==> src/iqfd_pkg.sv <==
// ----------------------------------------------------------------------------
// iqfd_pkg
// Shared constants, arctangent table and item types for the I/Q frequency
// discriminator.
// ----------------------------------------------------------------------------
package iqfd_pkg;

    localparam int SAMPLE_BITS   = 16;
    localparam int PHASE_BITS    = 16;
    localparam int CORDIC_STAGES = 16;

    localparam int RATE_BITS  = 24;
    localparam int POWER_BITS = 32;
    localparam int FREQ_BITS  = 24;

    localparam logic [RATE_BITS-1:0] RATE_RESET = RATE_BITS'(48000);

    // datapath widths
    localparam int GUARD_BITS = 8;
    localparam int XY_W       = SAMPLE_BITS + GUARD_BITS + 3;
    localparam int Z_W        = 32;
    localparam int SQ_W       = 2 * SAMPLE_BITS;
    localparam int SUM_W      = (SQ_W + 1 > POWER_BITS + 1) ? SQ_W + 1 : POWER_BITS + 1;
    localparam int PROD_W     = PHASE_BITS + RATE_BITS + 1;

    // rotation schedule
    localparam int ATAN_LEN        = 24;
    localparam int ITERS           = (CORDIC_STAGES > ATAN_LEN) ? ATAN_LEN : CORDIC_STAGES;
    localparam int ITERS_PER_STAGE = 4;
    localparam int CORDIC_PIPE     = (ITERS + ITERS_PER_STAGE - 1) / ITERS_PER_STAGE;

    // angles in units of 2^32 per turn
    localparam logic [Z_W-1:0] QUARTER_TURN     = 32'h4000_0000;
    localparam logic [Z_W-1:0] NEG_QUARTER_TURN = 32'hC000_0000;
    localparam logic [Z_W-1:0] PHASE_HALF_LSB   =
        {{(Z_W-1){1'b0}}, 1'b1} << (Z_W - 1 - PHASE_BITS);

    localparam logic [Z_W-1:0] ATAN_TAB [ATAN_LEN] = '{
        32'h20000000, 32'h12E4051E, 32'h09FB385B, 32'h051111D4,
        32'h028B0D43, 32'h0145D7E1, 32'h00A2F61E, 32'h00517C55,
        32'h0028BE53, 32'h00145F2F, 32'h000A2F98, 32'h000517CC,
        32'h00028BE6, 32'h000145F3, 32'h0000A2FA, 32'h0000517D,
        32'h000028BE, 32'h0000145F, 32'h00000A30, 32'h00000518,
        32'h0000028C, 32'h00000146, 32'h000000A3, 32'h00000051
    };

    typedef struct packed {
        logic signed [SAMPLE_BITS-1:0] i_sample;
        logic signed [SAMPLE_BITS-1:0] q_sample;
    } t_in_item;

    typedef struct packed {
        logic [POWER_BITS-1:0]       power;
        logic signed [FREQ_BITS-1:0] freq_hz;
    } t_out_item;

    // side data that rides along with the rotation
    typedef struct packed {
        logic [SQ_W-1:0] sq_i;
        logic [SQ_W-1:0] sq_q;
        logic            zero;
    } t_tag;

    typedef struct packed {
        logic signed [XY_W-1:0] x;
        logic signed [XY_W-1:0] y;
        logic [Z_W-1:0]         z;
        t_tag                   tag;
    } t_vec;

endpackage

==> src/iqfd_cordic.sv <==
// ----------------------------------------------------------------------------
// iqfd_cordic
// Vectoring CORDIC, a few rotations per register stage, each stage with its
// own valid so bubbles collapse under backpressure.
// ----------------------------------------------------------------------------
module iqfd_cordic (
    input  logic           i_clk,
    input  logic           i_rst_n,
    input  logic           i_valid,
    output logic           o_ready,
    input  iqfd_pkg::t_vec i_vec,
    output logic           o_valid,
    input  logic           i_ready,
    output iqfd_pkg::t_vec o_vec
);

    localparam int NP  = iqfd_pkg::CORDIC_PIPE;
    localparam int IPS = iqfd_pkg::ITERS_PER_STAGE;

    logic           r_valid [NP];
    iqfd_pkg::t_vec r_vec   [NP];
    logic           stage_ready [NP];

    for (genvar s = 0; s < NP; s++) begin : g_stage
        iqfd_pkg::t_vec s_in;
        iqfd_pkg::t_vec n_vec;
        logic           s_in_valid;
        logic           s_dn_ready;

        if (s == 0) begin : g_first
            assign s_in       = i_vec;
            assign s_in_valid = i_valid;
        end else begin : g_mid
            assign s_in       = r_vec[s-1];
            assign s_in_valid = r_valid[s-1];
        end

        if (s == NP - 1) begin : g_last
            assign s_dn_ready = i_ready;
        end else begin : g_next
            assign s_dn_ready = stage_ready[s+1];
        end

        assign stage_ready[s] = !r_valid[s] || s_dn_ready;

        always_comb begin
            logic signed [iqfd_pkg::XY_W-1:0] x;
            logic signed [iqfd_pkg::XY_W-1:0] y;
            logic signed [iqfd_pkg::XY_W-1:0] xs;
            logic signed [iqfd_pkg::XY_W-1:0] ys;
            logic [iqfd_pkg::Z_W-1:0]         z;
            x  = s_in.x;
            y  = s_in.y;
            z  = s_in.z;
            xs = '0;
            ys = '0;
            for (int j = 0; j < IPS; j++) begin
                if (s * IPS + j < iqfd_pkg::ITERS) begin
                    xs = x >>> (s * IPS + j);
                    ys = y >>> (s * IPS + j);
                    if (!y[iqfd_pkg::XY_W-1]) begin
                        x = x + ys;
                        y = y - xs;
                        z = z + iqfd_pkg::ATAN_TAB[s * IPS + j];
                    end else begin
                        x = x - ys;
                        y = y + xs;
                        z = z - iqfd_pkg::ATAN_TAB[s * IPS + j];
                    end
                end
            end
            n_vec   = s_in;
            n_vec.x = x;
            n_vec.y = y;
            n_vec.z = z;
        end

        always_ff @(posedge i_clk) begin
            if (!i_rst_n) begin
                r_valid[s] <= 1'b0;
            end else if (stage_ready[s]) begin
                r_valid[s] <= s_in_valid;
            end
        end

        always_ff @(posedge i_clk) begin
            if (stage_ready[s] && s_in_valid) begin
                r_vec[s] <= n_vec;
            end
        end
    end

    assign o_ready = stage_ready[0];
    assign o_valid = r_valid[NP-1];
    assign o_vec   = r_vec[NP-1];

endmodule

==> config.mk <==
export PLATFORM = sky130hd
export DESIGN_NAME = iqfd_cordic
export DESIGN_NICKNAME = d
export VERILOG_FILES = /design/src/iqfd_pkg.sv /design/src/iqfd_cordic.sv
export SDC_FILE = /design/constraint.sdc
export NUM_CORES = 2
export LEC_CHECK = 0
export BUFFER_PORTS_ARGS = -buffer_cell sky130_fd_sc_hd__buf_4
export CORE_MARGIN = 5
export CORE_UTILIZATION = 66
export DETAILED_ROUTE_END_ITERATION = 10
export HOLD_SLACK_MARGIN = 0.15
export PLACE_DENSITY = 0.83
export SETUP_SLACK_MARGIN = 0.5
export SYNTH_ARGS = -nofsm -noshare
export SYNTH_HDL_FRONTEND = slang
export SYNTH_SLANG_ARGS = --single-unit
==> constraint.sdc <==
create_clock -name i_clk -period 22.5 [get_ports i_clk]
set_input_delay 1.125 -clock i_clk [delete_from_list [all_inputs] [get_ports i_clk]]
set_output_delay 1.125 -clock i_clk [all_outputs]
set_load 0.005 [all_outputs]
* Yosys cells after proc, flatten, opt, wreduce, memory -nomap -nowiden *
Memories as Yosys holds them, arrays and structs flattened.
Index checks and enable logic that the tools add are counted.

storage, ports and cells
  register bits = 0
  output and inout bits = 153
  memories = 2
  logic and storage cells = 186
  input bits = 155
  bits in writable memories = 608

cells by class
  multiplexer cells = 73
  bitwise operators = 4
  reductions and logical operators = 12
  add/sub/neg operators = 95

memories
  name     words  width  rd ports  clocked after memory_dff  wr ports  RTL line           RTL
  r_vec    4      151    4         0                         4         iqfd_cordic.sv:21  iqfd_pkg::t_vec r_vec [NP];
  r_valid  4      1      4         0                         4         iqfd_cordic.sv:20  logic r_valid [NP];

operators by type and width
  operator                      number
  2-to-1 mux 27 bit             32
  2-to-1 mux 32 bit             16
  adder 27 x 12 -> 27 bit       2
  adder 27 x 13 -> 27 bit       2
  adder 27 x 14 -> 27 bit       2
  adder 27 x 15 -> 27 bit       2
  adder 27 x 16 -> 27 bit       2
  adder 27 x 17 -> 27 bit       2
  adder 27 x 18 -> 27 bit       2
  adder 27 x 19 -> 27 bit       2
  adder 27 x 20 -> 27 bit       2
  adder 27 x 21 -> 27 bit       2
  adder 27 x 22 -> 27 bit       2
  adder 27 x 23 -> 27 bit       2
  adder 27 x 24 -> 27 bit       2
  adder 27 x 25 -> 27 bit       2
  adder 27 x 26 -> 27 bit       2
  subtractor 27 x 12 -> 27 bit  2
  subtractor 27 x 13 -> 27 bit  2
  subtractor 27 x 14 -> 27 bit  2
  subtractor 27 x 15 -> 27 bit  2
  subtractor 27 x 16 -> 27 bit  2
  subtractor 27 x 17 -> 27 bit  2
  subtractor 27 x 18 -> 27 bit  2
  47 further kinds              92

* Logic depth before layout (Yosys ltp) *
  word-level depth = 9
  gate-level depth with buffers = 74
  depth with buffers taken out = 71

* Least setup slack after synthesis *
No wires, ideal clock.

  kind = in2reg
  start = in i_vec[97] in the netlist's numbering
  end = mem r_vec[0][150] in the netlist's numbering, data pin
  stages on the path = 68
  path buffers = 3
  data required time = 22.230 ns
  arrival time = 15.806 ns
  slack = 6.424 ns
  setup time = 0.270 ns
  cell sequence = ha_1 -> fa_1 -> nor2b_1 -> o311a_1 -> o211a_1 -> o31ai_1 -> a21oi_1 -> a31oi_1 -> or4b_1 -> a31oi_1 -> o41ai_1 -> xor2_1 -> clkbuf_1 -> nor2_1 -> xor2_1 -> ha_1 -> a21o_1 -> a21oi_1 -> [32 not listed] -> fa_1 -> nor2b_1 -> o21ai_0 -> a21boi_0 -> o21ai_0 -> a21boi_0 -> o21a_1 -> nor2_1 -> a2bb2oi_1 -> a211o_1 -> o211a_1 -> a2111oi_0 -> nor2_1 -> a21oi_1 -> a31oi_1 -> o21ai_0 -> xor2_1 -> xnor2_1

RTL lines
  element          RTL line           RTL
  start, declared  iqfd_cordic.sv:11  input iqfd_pkg::t_vec i_vec,
  end, declared    iqfd_cordic.sv:21

==> metrics.md <==
| Metric | Value |
|---|---|
| Crit Reg-Reg Endpoint | `r_vec[1][150]$_DFFE_PP_` |
| Worst slew pin tran | `1300 ps` |
| Yosys warns | `0` |
| Placed Area | `95600 um2` |
| Ranking of synthesized cells by area | `edfxtp_1 (20%), ha_1 (18%), xnor2_1 (10%), a21oi_1 (5.6%), xor2_1 (4.7%)` |
| Largest net degree at the start of global routing | `144` |
| Boundary Pins | `308` |
| Clock buffer depth | `3` |
| CTS tree | `yes` |
| DIE AREA | `146000 um2` |
| Setup violators final | `0` |
| Die X | `382 um` |
| CP most frequent cell | `o21ai_0` |
| Sequential fraction of the synthesis area | `20.0%` |
| Seq. cell area | `18200 um2` |
| Post-CTS setup buffer count | `0` |
| Syn Nets | `12700` |
| Drt drc | `0` |
| Worst Path Arrival | `19340 ps` |
| Crit path launch type | `flop` |
| Crit. End Element | `flop` |
| Starting Density | `66.4%` |
| Post-synthesis average cell area | `8.17 um2` |
| Final WL | `276 mm` |
| Worst-path clk slew | `60 ps` |
| Area occupied by multi-input gates | `69900 um2` |
| Most instantiated cells after synthesis | `ha_1 (1349), nor2_1 (1079), xnor2_1 (1058)` |
| # resized after CTS | `0` |
| Dpl hpwl | `224 mm` |
| Avg Vias per Cell | `6.53` |
| Detailed Routing Iterations Pass 1 | `7` |
| Total CTS buffers | `66` |
| GRT Total Usage | `36.1%` |
| Worst reg2reg path depth | `64` |
| Final worst slack | `3600 ps` |
| Most frequent cell after synthesis | `ha_1` |
| Design area | `97700 um2` |
| Unrepaired setup endpoints after global routing | `false` |
| Kind of critical path | `reg -> reg` |
| Final hold vios | `0` |
| Post-synth ARST share | `0%` |
| GR Overflow Total | `0` |
| Vias | `86600` |
| Final worst-path cycle share | `84.0%` |
| Worst Hold End | `r_vec[1][5]$_DFFE_PP_` |
| Status | `finished, final reports clean` |
| CTS root buf | `clkbuf_16` |
| Hold depth | `0` |
| Synth Flop Type | `edfxtp_1` |
| Place WS | `4320 ps` |
| Area Growth Syn to Fin | `7.12%` |
| CTS H-Tree Depth | `3` |
| Slew Viols, Final | `0` |
| # clock sinks | `608` |
| Fin Clk Skew | `36.0 ps` |
| Netlist cell types | `119` |
| Final ANT Viol Nets | `0` |
| FMAX | `52.9 MHz` |
| Post-synth EDFFs | `607` |
| Synth Register Bits | `608` |
| Dominant cell type by area after synthesis | `edfxtp_1` |
| Syn Inst Count | `11200` |
| CP peak stage delay | `660 ps` |
| Port Buf Inserts | `307` |
| Hold Path Class | `reg -> reg` |
| Routability Congestion | `1.00` |
| Synthesized cell area | `91200 um2` |
| Layout cell share with drive strength beyond 1 | `5.85%` |
| Initial drt markers | `8858` |
| Hold_buf cts | `0` |
| HP Start | `r_vec[0][5]$_DFFE_PP_` |
| Total negative slack | `0 ps` |
| CP max FO | `39` |
| Min Tclk post-route | `18900 ps` |
| First-pass GRT wire length | `435 mm` |
| Req. time, crit path | `22950 ps` |
| Critical Path Slowest Stage Cell | `inv_1` |
| FILL cells | `11000` |
| Post-detailed-route wirelength per cell | `20.8 um` |
| Clk Latency, worst-skew pair | `670 ps` |
| Max transition margin | `12.8%` |
| Yosys top cell area share | `20.0%` |
| Net count, final | `13000` |
| Height of the die | `382 um` |
| Number of global-route vias before repair | `81900` |
| Initial antenna violation count | `24` |
| Row count | `136` |
| Flop-to-flop setup slack | `3600 ps` |
| Launch point of the worst reg-to-reg path | `r_vec[0][131]$_DFFE_PP_` |
| Core area | `137000 um2` |
| MaxCap Viol Count | `0` |
## layout make-up
type | instances | share of cell area, %
diodes | 16 | 0.0410
well taps | 1794 | 2.30
multi-input cells | 9716 | 71.5
repair buffers | 356 | 2.75
clock buffers | 82 | 1.75
inverters | 664 | 2.55
flip-flops and latches | 608 | 18.7
clock inverters | 35 | 0.411
## worst max-delay path by stage
stage                                  from                      end  slack (ps)  cells past startpoint
floorplan                         i_vec[97]  r_vec[0][150]$_DFFE_PP_        6420                     68
global placement                  i_vec[97]  r_vec[0][150]$_DFFE_PP_        4850                     70
detailed placement  r_vec[1][136]$_DFFE_PP_  r_vec[2][150]$_DFFE_PP_        4320                     72
CTS                 r_vec[1][136]$_DFFE_PP_  r_vec[2][150]$_DFFE_PP_        4240                     72
global route        r_vec[1][136]$_DFFE_PP_  r_vec[2][150]$_DFFE_PP_        2440                     72
finish              r_vec[0][131]$_DFFE_PP_  r_vec[1][150]$_DFFE_PP_        3600                     64
## critical path, delay by kind of cell, from the launching register on
kind / cells / cell delay (ps)
xor+xnor: 6 / 1330
fa+ha+maj: 4 / 1660
simple gates: 11 / 2240
compound gates: 37 / 9960
buf+inv: 6 / 2910
flops: 1 / 470
## stage by stage
stage	util (%)	std cells	hold slack [ps]
after detailed placement	69.5	13100	405
after global routing	71.1	13300	422
after CTS	71.1	13300	413
after global placement	69.5	13100	400
after floorplan	-	11200	400
final	71.1	13300	411
## cells by family (layout without fill, tap and decap cells)
kind of cell / after synthesis / after routing / share of synthesized area [%]
other: 0 / 16 / 0
XOR/XNOR: 1556 / 1556 / 15.0
AO/OA/AOI/OAI: 3266 / 3266 / 22.9
multiplexers: 33 / 33 / 0.377
adder cells (fa/ha/maj): 1394 / 1394 / 19.5
buffers and inverters: 844 / 1137 / 3.50
flip-flops: 608 / 608 / 20.0
AND/OR/NAND/NOR: 3467 / 3467 / 18.7
## per-layer routing
layer	wire length, um	up-vias	share of wire [%]	global-route usage (%)
met1	113000	40900	41	46.5
met4	10900	0	4.0	13.7
li1	-	41400	-	-
met5	0	-	0	0
met3	23400	637	8.5	5.69
met2	128000	3705	47	61.2
## layout by cell type, fill, tap and decap left out, types with 39 or more instances in the layout
cell	count
ha_1	1349
nor2_1	1079
xnor2_1	1056
a21oi_1	1022
o21ai_0	662
nand2_1	658
inv_1	653
edfxtp_1	607
xor2_1	485
nor3_1	377
buf_4	355
a21o_1	317
nand3_1	233
nor2b_1	173
o21a_1	166
nand2b_1	158
a31oi_1	146
or3_1	140
o21bai_1	137
and3_1	125
a211oi_1	111
or2_2	92
a21boi_0	91
nor4_1	88
o31ai_1	87
and2_1	85
clkbuf_16	66
nand4_1	60
o211ai_1	52
o31a_1	49
fa_1	45
o41ai_1	39
## registers in the layout, indices dropped and copies added (netlist names)
register / cells
r_valid: 4
r_vec: 604
Power is left out: the tool's default activity adds up to more than one toggle a clock period on the data nets, which glitch-free logic cannot reach.
