$ cat src/iqfd_pkg.sv
// ----------------------------------------------------------------------------
// iqfd_pkg
// Shared constants, arctangent table and item types for the I/Q frequency
// discriminator.
// ----------------------------------------------------------------------------
package iqfd_pkg;

    localparam int SAMPLE_BITS   = 16;
    localparam int PHASE_BITS    = 16;
    localparam int CORDIC_STAGES = 16;

    localparam int RATE_BITS  = 24;
    localparam int POWER_BITS = 32;
    localparam int FREQ_BITS  = 24;

    localparam logic [RATE_BITS-1:0] RATE_RESET = RATE_BITS'(48000);

    // datapath widths
    localparam int GUARD_BITS = 8;
    localparam int XY_W       = SAMPLE_BITS + GUARD_BITS + 3;
    localparam int Z_W        = 32;
    localparam int SQ_W       = 2 * SAMPLE_BITS;
    localparam int SUM_W      = (SQ_W + 1 > POWER_BITS + 1) ? SQ_W + 1 : POWER_BITS + 1;
    localparam int PROD_W     = PHASE_BITS + RATE_BITS + 1;

    // rotation schedule
    localparam int ATAN_LEN        = 24;
    localparam int ITERS           = (CORDIC_STAGES > ATAN_LEN) ? ATAN_LEN : CORDIC_STAGES;
    localparam int ITERS_PER_STAGE = 4;
    localparam int CORDIC_PIPE     = (ITERS + ITERS_PER_STAGE - 1) / ITERS_PER_STAGE;

    // angles in units of 2^32 per turn
    localparam logic [Z_W-1:0] QUARTER_TURN     = 32'h4000_0000;
    localparam logic [Z_W-1:0] NEG_QUARTER_TURN = 32'hC000_0000;
    localparam logic [Z_W-1:0] PHASE_HALF_LSB   =
        {{(Z_W-1){1'b0}}, 1'b1} << (Z_W - 1 - PHASE_BITS);

    localparam logic [Z_W-1:0] ATAN_TAB [ATAN_LEN] = '{
        32'h20000000, 32'h12E4051E, 32'h09FB385B, 32'h051111D4,
        32'h028B0D43, 32'h0145D7E1, 32'h00A2F61E, 32'h00517C55,
        32'h0028BE53, 32'h00145F2F, 32'h000A2F98, 32'h000517CC,
        32'h00028BE6, 32'h000145F3, 32'h0000A2FA, 32'h0000517D,
        32'h000028BE, 32'h0000145F, 32'h00000A30, 32'h00000518,
        32'h0000028C, 32'h00000146, 32'h000000A3, 32'h00000051
    };

    typedef struct packed {
        logic signed [SAMPLE_BITS-1:0] i_sample;
        logic signed [SAMPLE_BITS-1:0] q_sample;
    } t_in_item;

    typedef struct packed {
        logic [POWER_BITS-1:0]       power;
        logic signed [FREQ_BITS-1:0] freq_hz;
    } t_out_item;

    // side data that rides along with the rotation
    typedef struct packed {
        logic [SQ_W-1:0] sq_i;
        logic [SQ_W-1:0] sq_q;
        logic            zero;
    } t_tag;

    typedef struct packed {
        logic signed [XY_W-1:0] x;
        logic signed [XY_W-1:0] y;
        logic [Z_W-1:0]         z;
        t_tag                   tag;
    } t_vec;

endpackage

$ cat src/iqfd_front.sv
// ----------------------------------------------------------------------------
// iqfd_front
// Input register, half-plane fold into the right half plane and the two
// squares for the power.
// ----------------------------------------------------------------------------
module iqfd_front (
    input  logic              i_clk,
    input  logic              i_rst_n,
    input  logic              i_valid,
    output logic              o_ready,
    input  iqfd_pkg::t_in_item i_item,
    output logic              o_valid,
    input  logic              i_ready,
    output iqfd_pkg::t_vec    o_vec
);

    logic               r_a_valid;
    iqfd_pkg::t_in_item r_a_item;
    logic               r_b_valid;
    iqfd_pkg::t_vec     r_b_vec;
    iqfd_pkg::t_vec     n_b_vec;
    logic               a_ready;
    logic               b_ready;

    assign b_ready = !r_b_valid || i_ready;
    assign a_ready = !r_a_valid || b_ready;
    assign o_ready = a_ready;
    assign o_valid = r_b_valid;
    assign o_vec   = r_b_vec;

    always_comb begin
        logic signed [iqfd_pkg::XY_W-1:0] xe;
        logic signed [iqfd_pkg::XY_W-1:0] ye;
        logic signed [iqfd_pkg::SQ_W-1:0] ie;
        logic signed [iqfd_pkg::SQ_W-1:0] qe;
        xe = iqfd_pkg::XY_W'(r_a_item.i_sample) <<< iqfd_pkg::GUARD_BITS;
        ye = iqfd_pkg::XY_W'(r_a_item.q_sample) <<< iqfd_pkg::GUARD_BITS;
        ie = iqfd_pkg::SQ_W'(r_a_item.i_sample);
        qe = iqfd_pkg::SQ_W'(r_a_item.q_sample);
        n_b_vec.tag.sq_i = $unsigned(ie * ie);
        n_b_vec.tag.sq_q = $unsigned(qe * qe);
        n_b_vec.tag.zero = (r_a_item.i_sample == '0) && (r_a_item.q_sample == '0);
        if (xe[iqfd_pkg::XY_W-1] && !ye[iqfd_pkg::XY_W-1]) begin
            // second quadrant: rotate by minus a quarter turn
            n_b_vec.x = ye;
            n_b_vec.y = -xe;
            n_b_vec.z = iqfd_pkg::QUARTER_TURN;
        end else if (xe[iqfd_pkg::XY_W-1]) begin
            n_b_vec.x = -ye;
            n_b_vec.y = xe;
            n_b_vec.z = iqfd_pkg::NEG_QUARTER_TURN;
        end else begin
            n_b_vec.x = xe;
            n_b_vec.y = ye;
            n_b_vec.z = '0;
        end
    end

    always_ff @(posedge i_clk) begin
        if (!i_rst_n) begin
            r_a_valid <= 1'b0;
            r_b_valid <= 1'b0;
        end else begin
            if (a_ready) begin
                r_a_valid <= i_valid;
            end
            if (b_ready) begin
                r_b_valid <= r_a_valid;
            end
        end
    end

    always_ff @(posedge i_clk) begin
        if (a_ready && i_valid) begin
            r_a_item <= i_item;
        end
        if (b_ready && r_a_valid) begin
            r_b_vec <= n_b_vec;
        end
    end

endmodule

$ cat config.mk
export PLATFORM = sky130hd
export DESIGN_NAME = iqfd_front
export DESIGN_NICKNAME = d
export VERILOG_FILES = /design/src/iqfd_pkg.sv /design/src/iqfd_front.sv
export SDC_FILE = /design/constraint.sdc
export NUM_CORES = 1
export LEC_CHECK = 0
export BUFFER_PORTS_ARGS = -buffer_cell sky130_fd_sc_hd__buf_2
export CAP_MARGIN = 20
export CORE_ASPECT_RATIO = 2
export CORE_MARGIN = 2
export CORE_UTILIZATION = 55
export CTS_CLUSTER_SIZE = 20
export DETAILED_ROUTE_END_ITERATION = 7
export HOLD_SLACK_MARGIN = 0.05
export MAX_ROUTING_LAYER = met4
export PLACE_DENSITY = 0.75
export SLEW_MARGIN = 20
export SYNTH_ARGS = -nofsm -noshare
export SYNTH_HDL_FRONTEND = slang
export SYNTH_SLANG_ARGS = --single-unit
$ cat constraint.sdc
create_clock -name i_clk -period 8.45 [get_ports i_clk]
set_input_delay 0 -clock i_clk [delete_from_list [all_inputs] [get_ports i_clk]]
set_output_delay 0 -clock i_clk [all_outputs]
set_load 0.005 [all_outputs]
**After elaboration in Yosys (flattened, before gate mapping)**

Cells that the tools add are included.

- Add/sub/neg operators: 2
- Shift-type cells: 0
- Reductions and logical operators: 12
- $lt $le $gt $ge: 0
- Multiply operators: 2
- Muxes and demuxes: 2
- Bitwise gates (word level): 1
- Divide/modulo/power cells: 0
- Eq/ne operators: 0

Operators with widths:

| cell | number |
|---|---|
| 86-bit 2-to-1 mux | 2 |
| 16-bit by 16-bit multiplier with 32-bit output | 2 |
| 24-bit negation with 27-bit output | 2 |
| 16-bit logical NOT | 2 |
| 1-bit logical AND | 4 |
| 1-bit logical NOT | 3 |
| 1-bit logical OR | 2 |
| 2-bit OR reduction | 1 |
| 1-bit NOT | 1 |

- Memory bits (writable): 0
- ROM bits: 0
- Bits in registers: 185
- Memories: 0
- Bits in latches: 0
- Output and inout port bits: 153

**Depth between registers and ports, before layout**

Gate-level depths: netlist of run 1.

- Depth in word-level cells: 4
- Mapped depth: 25
- Gate-level depth less buffers: 23

**Worst setup path after synthesis of run 1**

OpenSTA, ideal clock, no wires.

- Path type: register to register
- Start point: register r_a_item[31] (netlist bit)
- End point: register r_b_vec (netlist bit o_vec[64]), data pin
- Clock period less this slack: 6.710 ns
- Path slack: 1.740 ns
- Library setup time: 0.260 ns
- Arrival: 6.450 ns
- Cell stages (with the launch flop): 22
- Required time: 8.190 ns
- Cells stage by stage: edfxtp_1 -> clkbuf_1 -> clkinv_1 -> clkbuf_1 -> nor2_1 -> fa_1 -> fa_1 -> fa_1 -> fa_1 -> fa_1 -> inv_1 -> fa_1 -> inv_1 -> ha_1 -> and4_1 -> and3_1 -> a221oi_2 -> o211ai_1 -> a2111oi_2 -> o21bai_1 -> a21oi_1 -> xnor2_1

RTL lines:

| element | line | source |
|---|---|---|
| from (decl) | iqfd_front.sv:18 | `iqfd_pkg::t_in_item r_a_item;` |
| from (signal assigned) | iqfd_front.sv:75 | `r_a_item <= i_item;` |
| to (signal assigned) | iqfd_front.sv:78 | `r_b_vec <= n_b_vec;` |
| to (decl) | iqfd_front.sv:20 | `iqfd_pkg::t_vec r_b_vec;` |

==> reports/metrics.yaml, run 1 <==
status: "finished clean"
drt-pass1-iter-count: 5
tightest_slew_ns: 0.9992
syn_area_sq_um: 23420
synthTopCellsByArea: "fa_1 40%, edfxtp_1 17%, inv_1 10%"
clk_pin_slew_ns: 0.08
routed_wirelength_mm: 52.74
grt_max_degree: 74
start_util_pct: 55.36
synth_top_cells_by_count: "635 x inv_1, 468 x fa_1, 186 x ha_1"
core_sq_um: 42310
finalNonFillerCells: 3051
post_cts_buffers: 0
crit_arrival_ns: 7.67
track_usage_pct: 26.23
wl_per_cell_um: 17.29
die_x_um: 149.9
dp_hpwl_mm: 41.12
ys_ff_latch: 137
drc_errors: 0
max_slew_margin_pct: 33.39
numClockSinks: 137
die-area_sq_um: 44350
worstPathRequired_ns: 8.66
end_kind: "flop"
synth.distinct_cells: 68
io_pins: 189
async_flop_share_pct: 0
avgViaCountPerCell: 5.306
synth-main-ff-cell: "edfxtp_1"
dr.first_iter.drc_count: 859
start_kind: "flop"
die_h_um: 295.8
syn_avg_cell_area_sq_um: 9.942
cts_tree: "yes"
final_net_count: 3183
final_hold_viol_count: 0
io_buffer_count: 140
dpl_cell_area_sq_um: 24470
dp.cells: 2983
yosysMostFrequentCell: "inv_1"
cp_max_fo: 14
hold_path.class: "input pin to flop"
ys_seq_area_share_pct: 17.48
synth_cells: 2356
fin_tns_setup_ns: 0
crit_type: "flop to flop"
fin_crit_sh_pct: 88.28
num_rows: 107
max_freq_mhz: 134.0
drtAntennaViolNets: 0
ctsHtreeMaxLevel: 4
synth_edf_count: 135
cap_violations: 0
synth_top_area_share_pct: 40.00
synth_warnings: 0
overflow: 0
grt_pass1_vias: 17760
grt_pass1_wl_mm: 87.26
hold_slack_ns: 0.2429
hold_buffers: 36
gp_congestion: 0.9454
timing.final.max_slew_violations: 0
period_needed_ns: 7.460
area_growth_pct: 8.515
clock_path_buffers: 2
grt_antenna_before_repair: 0
finalSetupViolCount: 0
n_fill_cell: 3526
design_area_sq_um: 25420
cts_buffers: 17
clk_latency_ns: 0.46
yosysTopAreaCell: "fa_1"
root_buffer: "clkbuf_16"
finalClockSkew_ns: 0.01150
cts.repair.resized: 0
n_antenna_cell: 0
drive_above_1_share_pct: 8.939
via_count: 16190
rsz0062_at_grt: "false"
==> flip-flops by register name, indices dropped and copies added, names as in the netlist <==
register   flops
r_a_item      32
o_valid        1
o_vec        103
r_a_valid      1
==> per-stage QoR <==
step	utilization [%]	setup WS (ns)
final	60.08	0.9899
after global routing	60.08	0.6201
after CTS	60.08	1.013
after detailed placement	57.85	1.074
after global placement	57.85	1.326
after floorplan	-	1.740
==> path summary, 6_finish.rpt <==
path              slack, ns    startpoint      endpoint  depth (start not counted)
setup / recovery       0.99  r_a_item[19]     o_vec[64]                         19
hold / removal         0.24    i_item[12]  r_a_item[12]                          2
setup reg to reg       0.99  r_a_item[19]     o_vec[64]                         19
hold reg to reg        0.81     r_a_valid     o_vec[32]                          1
==> critical path, stage by stage (launching register included) <==
cell and delay [ns]:
edfxtp_1 0.70, clkinv_1 0.46, nor2_1 0.32, fa_1 0.62, fa_1 0.90, fa_1 0.53
fa_1 0.52, fa_1 0.51, inv_1 0.05, fa_1 0.48, inv_1 0.04, ha_1 0.34
and4_1 0.25, and3_1 0.21, a221oi_2 0.22, o211ai_1 0.24, a2111oi_2 0.42, o21bai_1 0.13
a21oi_1 0.18, xnor2_1 0.08
==> cell families after synthesis <==
family	share of synthesized area, %
XOR/XNOR	4.033
multiplexers	0.1709
adder cells (fa/ha/maj)	49.94
AND/OR/NAND/NOR	9.017
other	0.01601
buffers and inverters	13.17
flip-flops	17.48
AO/OA/AOI/OAI	6.175
==> cell usage in the layout (no fill, tap or decap), types with 9 or more instances in the layout <==
| master | Yosys | final |
|---|---|---|
| inv_1 | 635 | 635 |
| a21oi_1 | 73 | 73 |
| nand2_1 | 173 | 173 |
| buf_4 | 48 | 19 |
| and2_1 | 60 | 60 |
| o21ai_0 | 32 | 32 |
| xnor2_1 | 81 | 81 |
| edfxtp_1 | 135 | 135 |
| nor2_1 | 139 | 139 |
| a31o_2 | 11 | 11 |
| and3_1 | 10 | 10 |
| nor3_1 | 19 | 19 |
| conb_1 | 1 | 51 |
| a211oi_1 | 13 | 13 |
| nand3_1 | 15 | 15 |
| buf_2 | 3 | 140 |
| a21o_1 | 23 | 23 |
| ha_1 | 186 | 186 |
| clkbuf_16 | 0 | 17 |
| xor2_1 | 25 | 25 |
| nor2b_1 | 10 | 9 |
| dlygate4sd3_1 | 0 | 36 |
| fa_1 | 468 | 468 |
==> routing by layer <==
metal | up-vias | global-route usage, % | wire length [um]
met4 | 0 | 10.70 | 2045
met2 | 636 | 44.66 | 27580
li1 | 7294 | - | -
met5 | - | - | 0
met1 | 8126 | 31.52 | 19340
met3 | 134 | 3.338 | 3767
==> layout make-up <==
| cell class | count | area (sq um) | area share (%) |
|---|---|---|---|
| multi-input cells | 1498 | 16440 | 64.67 |
| clock inverters | 15 | 156.4 | 0.6153 |
| clock buffers | 17 | 425.4 | 1.674 |
| repair buffers | 195 | 1204 | 4.736 |
| inverters | 644 | 2417 | 9.511 |
| flip-flops and latches | 137 | 4094 | 16.11 |
| well taps | 545 | 681.9 | 2.683 |
Power of run 1 is left out: the tool's default activity adds up to more than one toggle a clock period on the data nets, which glitch-free logic cannot reach.
==> run 2: changes to the inputs <==
--- a/config.mk
+++ b/config.mk
@@ -14,7 +14,7 @@
 export DETAILED_ROUTE_END_ITERATION = 7
 export HOLD_SLACK_MARGIN = 0.05
 export MAX_ROUTING_LAYER = met4
-export PLACE_DENSITY = 0.75
+export PLACE_DENSITY = 0.83
 export SLEW_MARGIN = 20
 export SYNTH_ARGS = -nofsm -noshare
 export SYNTH_HDL_FRONTEND = slang
==> run 2 against run 1 <==
  * Final area about the same
  * Clock skew grew 0.0087 ns
  * Flip-flop and latch count did not move
  * Non-clock buffer count is 3 lower
  * Largest cell class unchanged
==> reports/metrics.yaml, run 2 (synthesized netlist as in run 1, its figures left out) <==
clk_pin_slew_ns: 0.07
grt_pass1_vias: 18180
drtAntennaViolNets: 0
r2r_slack_ns: 1.13
post_cts_buffers: 0
die_x_um: 149.9
mostFrequentLayoutCells: "635 x inv_1, 468 x fa_1, 186 x ha_1"
hold_path.class: "input pin to flop"
max_freq_mhz: 136.7
start_util_pct: 55.36
io_buffer_count: 140
cp.buffers_inverters: 3
wl_per_cell_um: 17.64
period_needed_ns: 7.316
avgViaCountPerCell: 5.369
finalClockSkew_ns: 0.02019
cts_buffers: 17
status: "finished clean"
grt_antenna_before_repair: 0
cap_violations: 0
track_usage_pct: 26.67
fin_tns_setup_ns: 0
io_pins: 189
num_rows: 107
die_h_um: 295.8
critPathTopFamily: "adder cells"
drt-pass1-iter-count: 7
final_common_cell: "inv_1"
dr.first_iter.drc_count: 1069
timing.final.max_slew_violations: 0
crit_slowest_cell: "fa_1"
reg2reg_from: "r_a_item[19]"
crit_chain: "clkinv_1 > nor2_1 > fa_1 > fa_1 > fa_1 > fa_1 > fa_1 > inv_1 > fa_1 > inv_1 > ha_1 > and4_1 > and3_1 > a221oi_2 > o211ai_1 > a2111oi_2 > o21bai_1 > a21oi_1 > xnor2_1"
r2r-end: "o_vec[64]"
die-area_sq_um: 44350
worstPathRequired_ns: 8.66
overflow: 0
numClockSinks: 137
ff2ff_path_depth: 19
n_fill_cell: 3373
grt_max_degree: 78
final_hold_viol_count: 0
finalSetupViolCount: 0
gp_congestion: 0.9149
n_antenna_cell: 0
ctsHtreeMaxLevel: 4
root_buffer: "clkbuf_16"
area_growth_pct: 8.413
dp_hpwl_mm: 41.26
cp_max_fo: 14
core_sq_um: 42310
crit_type: "flop to flop"
cts_tree: "yes"
crit_arrival_ns: 7.52
largest_reg_flops: 103
end_kind: "flop"
cts.repair.resized: 0
drive_above_1_share_pct: 8.829
min_from: "i_item[8]"
cp_common_cell: "fa_1"
cpPeakStageDelay_ns: 0.88
via_count: 16360
routed_wirelength_mm: 53.78
max_slew_margin_pct: 30.69
clk_latency_ns: 0.48
drc_errors: 0
fin_crit_sh_pct: 86.58
multi_input_area_sq_um: 16440
holdPathEnd: "r_a_item[8]"
regArea_sq_um: 4094
min_path_cells: 2
crit_start: "r_a_item[19]"
clock_path_buffers: 2
rsz0062_at_grt: "false"
final_net_count: 3180
start_kind: "flop"
grt_pass1_wl_mm: 88.44
tightest_slew_ns: 1.040
==> run 2: changes by cell type in the layout (fill, tap and decap cells not counted) <==
| cell | previous run | this run |
|---|---|---|
| buf_4 | 19 | 16 |
| inv_6 | 7 | 6 |
| clkinvlp_4 | 2 | 3 |
==> run 2: area by class of cell <==
cell class	instances	share of cell area (%)
inverter	644	9.520
tap	545	2.685
clock inverter	15	0.6110
sequential	137	16.12
timing repair buffer	192	4.651
clock buffer	17	1.675
multi-input combinational	1498	64.74
==> run 2: how the worst max path moves through the flow <==
stage | end | cells after the start
after detailed placement | o_vec[64] | 19
after floorplan | o_vec[64] | 21
after CTS | o_vec[64] | 19
after global placement | o_vec[64] | 19
after global routing | o_vec[64] | 19
final | o_vec[64] | 19
==> run 2: metrics by stage <==
| stage | hold slack, ns | std cells | utilization, % | instance area, sq um | worst slack (ns) |
|---|---|---|---|---|---|
| after floorplan | 0.09887 | 2406 | - | 23610 | 1.740 |
| after CTS | 0.2217 | 3048 | 60.02 | 25390 | 1.152 |
| after global routing | 0.2459 | 3048 | 60.02 | 25390 | 0.6137 |
| final | 0.2464 | 3048 | 60.02 | 25390 | 1.134 |
| after global placement | 0.1772 | 2980 | 57.80 | 24450 | 1.370 |
| after detailed placement | 0.1781 | 2980 | 57.80 | 24450 | 1.183 |
==> run 2: routing by layer <==
layer  GRT usage [%]  part of all wire, %  vias up  wire length (um)
li1                -                    -     7288                 -
met1           31.16                   36     8215             19330
met2           45.48                   53      698             28500
met3           4.154                  7.1      163              3795
met4           11.55                  4.0        0              2152
met5               -                    0        -                 0
==> run 2: what timing repair did <==
action | CTS | global route
hold endpoints to repair | 34 | 0
hold buffers | 36 | 0
setup endpoints to repair | 0 | 0
Power of run 2 is left out for the same reason.
==> run 3: changes to the inputs <==
--- a/config.mk
+++ b/config.mk
@@ -14,7 +14,7 @@
 export DETAILED_ROUTE_END_ITERATION = 7
 export HOLD_SLACK_MARGIN = 0.05
 export MAX_ROUTING_LAYER = met4
-export PLACE_DENSITY = 0.83
+export PLACE_DENSITY = 0.74
 export SLEW_MARGIN = 20
 export SYNTH_ARGS = -nofsm -noshare
 export SYNTH_HDL_FRONTEND = slang
==> constraint.sdc (replaced) <==
create_clock -name i_clk -period 9.1 [get_ports i_clk]
set_input_delay 0 -clock i_clk [delete_from_list [all_inputs] [get_ports i_clk]]
set_output_delay 0 -clock i_clk [all_outputs]
set_load 0.005 [all_outputs]
==> run 3 against run 2 <==
  * Sequential share of layout area about the same
  * Setup slack better by 0.50 ns
  * Largest cell class unchanged
  * Wire length fell by 3.0%
  * Global-route usage decreased by 1.0 points
  * Critical path type unchanged
==> reports/metrics.yaml, run 3 (synthesized netlist as in run 1, its figures left out) <==
grt_max_degree: 78
largest_reg_flops: 103
clock_path_buffers: 2
n_antenna_cell: 0
min_from: "i_item[25]"
reg2reg_from: "r_a_item[17]"
fin_tns_setup_ns: 0
finalClockSkew_ns: 0.01036
overflow: 0
cp_max_fo: 19
crit_chain: "clkinv_1 > nor2_1 > fa_1 > fa_1 > fa_1 > fa_1 > fa_1 > inv_1 > fa_1 > inv_1 > ha_1 > and4_1 > and3_1 > a221oi_2 > o211ai_1 > a2111oi_2 > o21bai_1 > a21oi_1 > xnor2_1"
fin_crit_sh_pct: 82.00
ctsHtreeMaxLevel: 4
r2r_slack_ns: 1.64
crit_slowest_cell: "fa_1"
final_hold_viol_count: 0
avgViaCountPerCell: 5.325
clk_latency_ns: 0.46
drive_above_1_share_pct: 8.760
cts_buffers: 17
crit_start: "r_a_item[17]"
grt_pass1_vias: 17490
drt-pass1-iter-count: 5
ff2ff_path_depth: 19
status: "finished clean"
track_usage_pct: 25.67
core_sq_um: 42310
cts_tree: "yes"
routed_wirelength_mm: 52.16
timing.final.max_slew_violations: 0
drc_errors: 0
die-area_sq_um: 44350
grt_pass1_wl_mm: 85.46
cp.buffers_inverters: 3
io_buffer_count: 140
finalSetupViolCount: 0
start_kind: "flop"
io_pins: 189
period_needed_ns: 7.462
critPathTopFamily: "adder cells"
final_net_count: 3177
numClockSinks: 137
via_count: 16220
mostFrequentLayoutCells: "635 x inv_1, 468 x fa_1, 186 x ha_1"
worstPathRequired_ns: 9.31
dr.first_iter.drc_count: 888
grt_antenna_before_repair: 0
cap_violations: 0
gp_congestion: 0.9276
drtAntennaViolNets: 0
root_buffer: "clkbuf_16"
num_rows: 107
max_slew_margin_pct: 33.28
clk_pin_slew_ns: 0.07
die_h_um: 295.8
end_kind: "flop"
final_common_cell: "inv_1"
cpPeakStageDelay_ns: 0.91
tightest_slew_ns: 1.001
crit_arrival_ns: 7.67
die_x_um: 149.9
wl_per_cell_um: 17.13
dp_hpwl_mm: 40.97
hold_path.class: "input pin to flop"
fin_util_pct: 60.01
holdPathEnd: "r_a_item[25]"
rsz0062_at_grt: "false"
max_freq_mhz: 134.0
area_growth_pct: 8.392
cp_common_cell: "fa_1"
r2r-end: "o_vec[64]"
min_path_cells: 2
crit_type: "flop to flop"
start_util_pct: 55.36
-- run 3: cell count changes in the layout (fill, tap and decap cells not counted) --
cell,change
clkbuf_8,+1
inv_8,-4
clkinv_2,-1
clkinv_4,+4
buf_4,-2
bufinv_16,+1
inv_6,-1
dlygate4sd3_1,-1
-- run 3: routing by layer --
metal	GRT usage [%]	vias up	share of wire, %
met1	30.31	8190	37
met3	3.785	136	6.4
met5	-	-	0
met2	43.77	600	52
li1	-	7289	-
met4	10.72	0	4.0
-- run 3: worst reg2reg max path: stages (launching register included) --
cell and delay [ns]:
edfxtp_1 0.79, clkinv_1 0.44, nor2_1 0.36, fa_1 0.61, fa_1 0.91, fa_1 0.53, fa_1 0.50, fa_1 0.48
inv_1 0.04, fa_1 0.48, inv_1 0.04, ha_1 0.34, and4_1 0.25, and3_1 0.20, a221oi_2 0.23, o211ai_1 0.23
a2111oi_2 0.40, o21bai_1 0.12, a21oi_1 0.18, xnor2_1 0.08
-- run 3: final cells by class --
type / count / area (sq um)
timing repair buffer: 189 / 1156
tap: 545 / 681.9
sequential: 137 / 4094
multi-input combinational: 1498 / 16440
inverter: 644 / 2417
clock buffer: 18 / 439.2
fill: 3532 / 16920
clock inverter: 14 / 161.4
-- run 3: stage by stage --
stage          setup slack [ns]  hold WS [ns]  cell area [sq um]  std cells
2_1_floorplan             2.390       0.09887              23610       2406
3_3_place_gp              1.855        0.1771              24440       2978
3_5_place_dp              1.642        0.1781              24440       2978
4_1_cts                   1.638        0.2417              25390       3045
5_1_grt                   1.257        0.2540              25390       3045
6_report                  1.638        0.2475              25390       3045
-- run 3: timing repair --
item,4_1_cts,5_1_grt
endpoints found under the hold margin,34,0
hold buffers,35,0
gates resized for setup,0,0
buffers inserted,0,0
-- run 3: worst max-delay path by stage --
stage | to | slack (ns) | cells past startpoint
after floorplan | o_vec[64] | 2.39 | 21
after global placement | o_vec[64] | 1.86 | 19
after detailed placement | o_vec[64] | 1.64 | 19
after CTS | o_vec[64] | 1.64 | 19
after global routing | o_vec[64] | 1.26 | 19
final | o_vec[64] | 1.64 | 19
Power of run 3 is left out for the same reason.
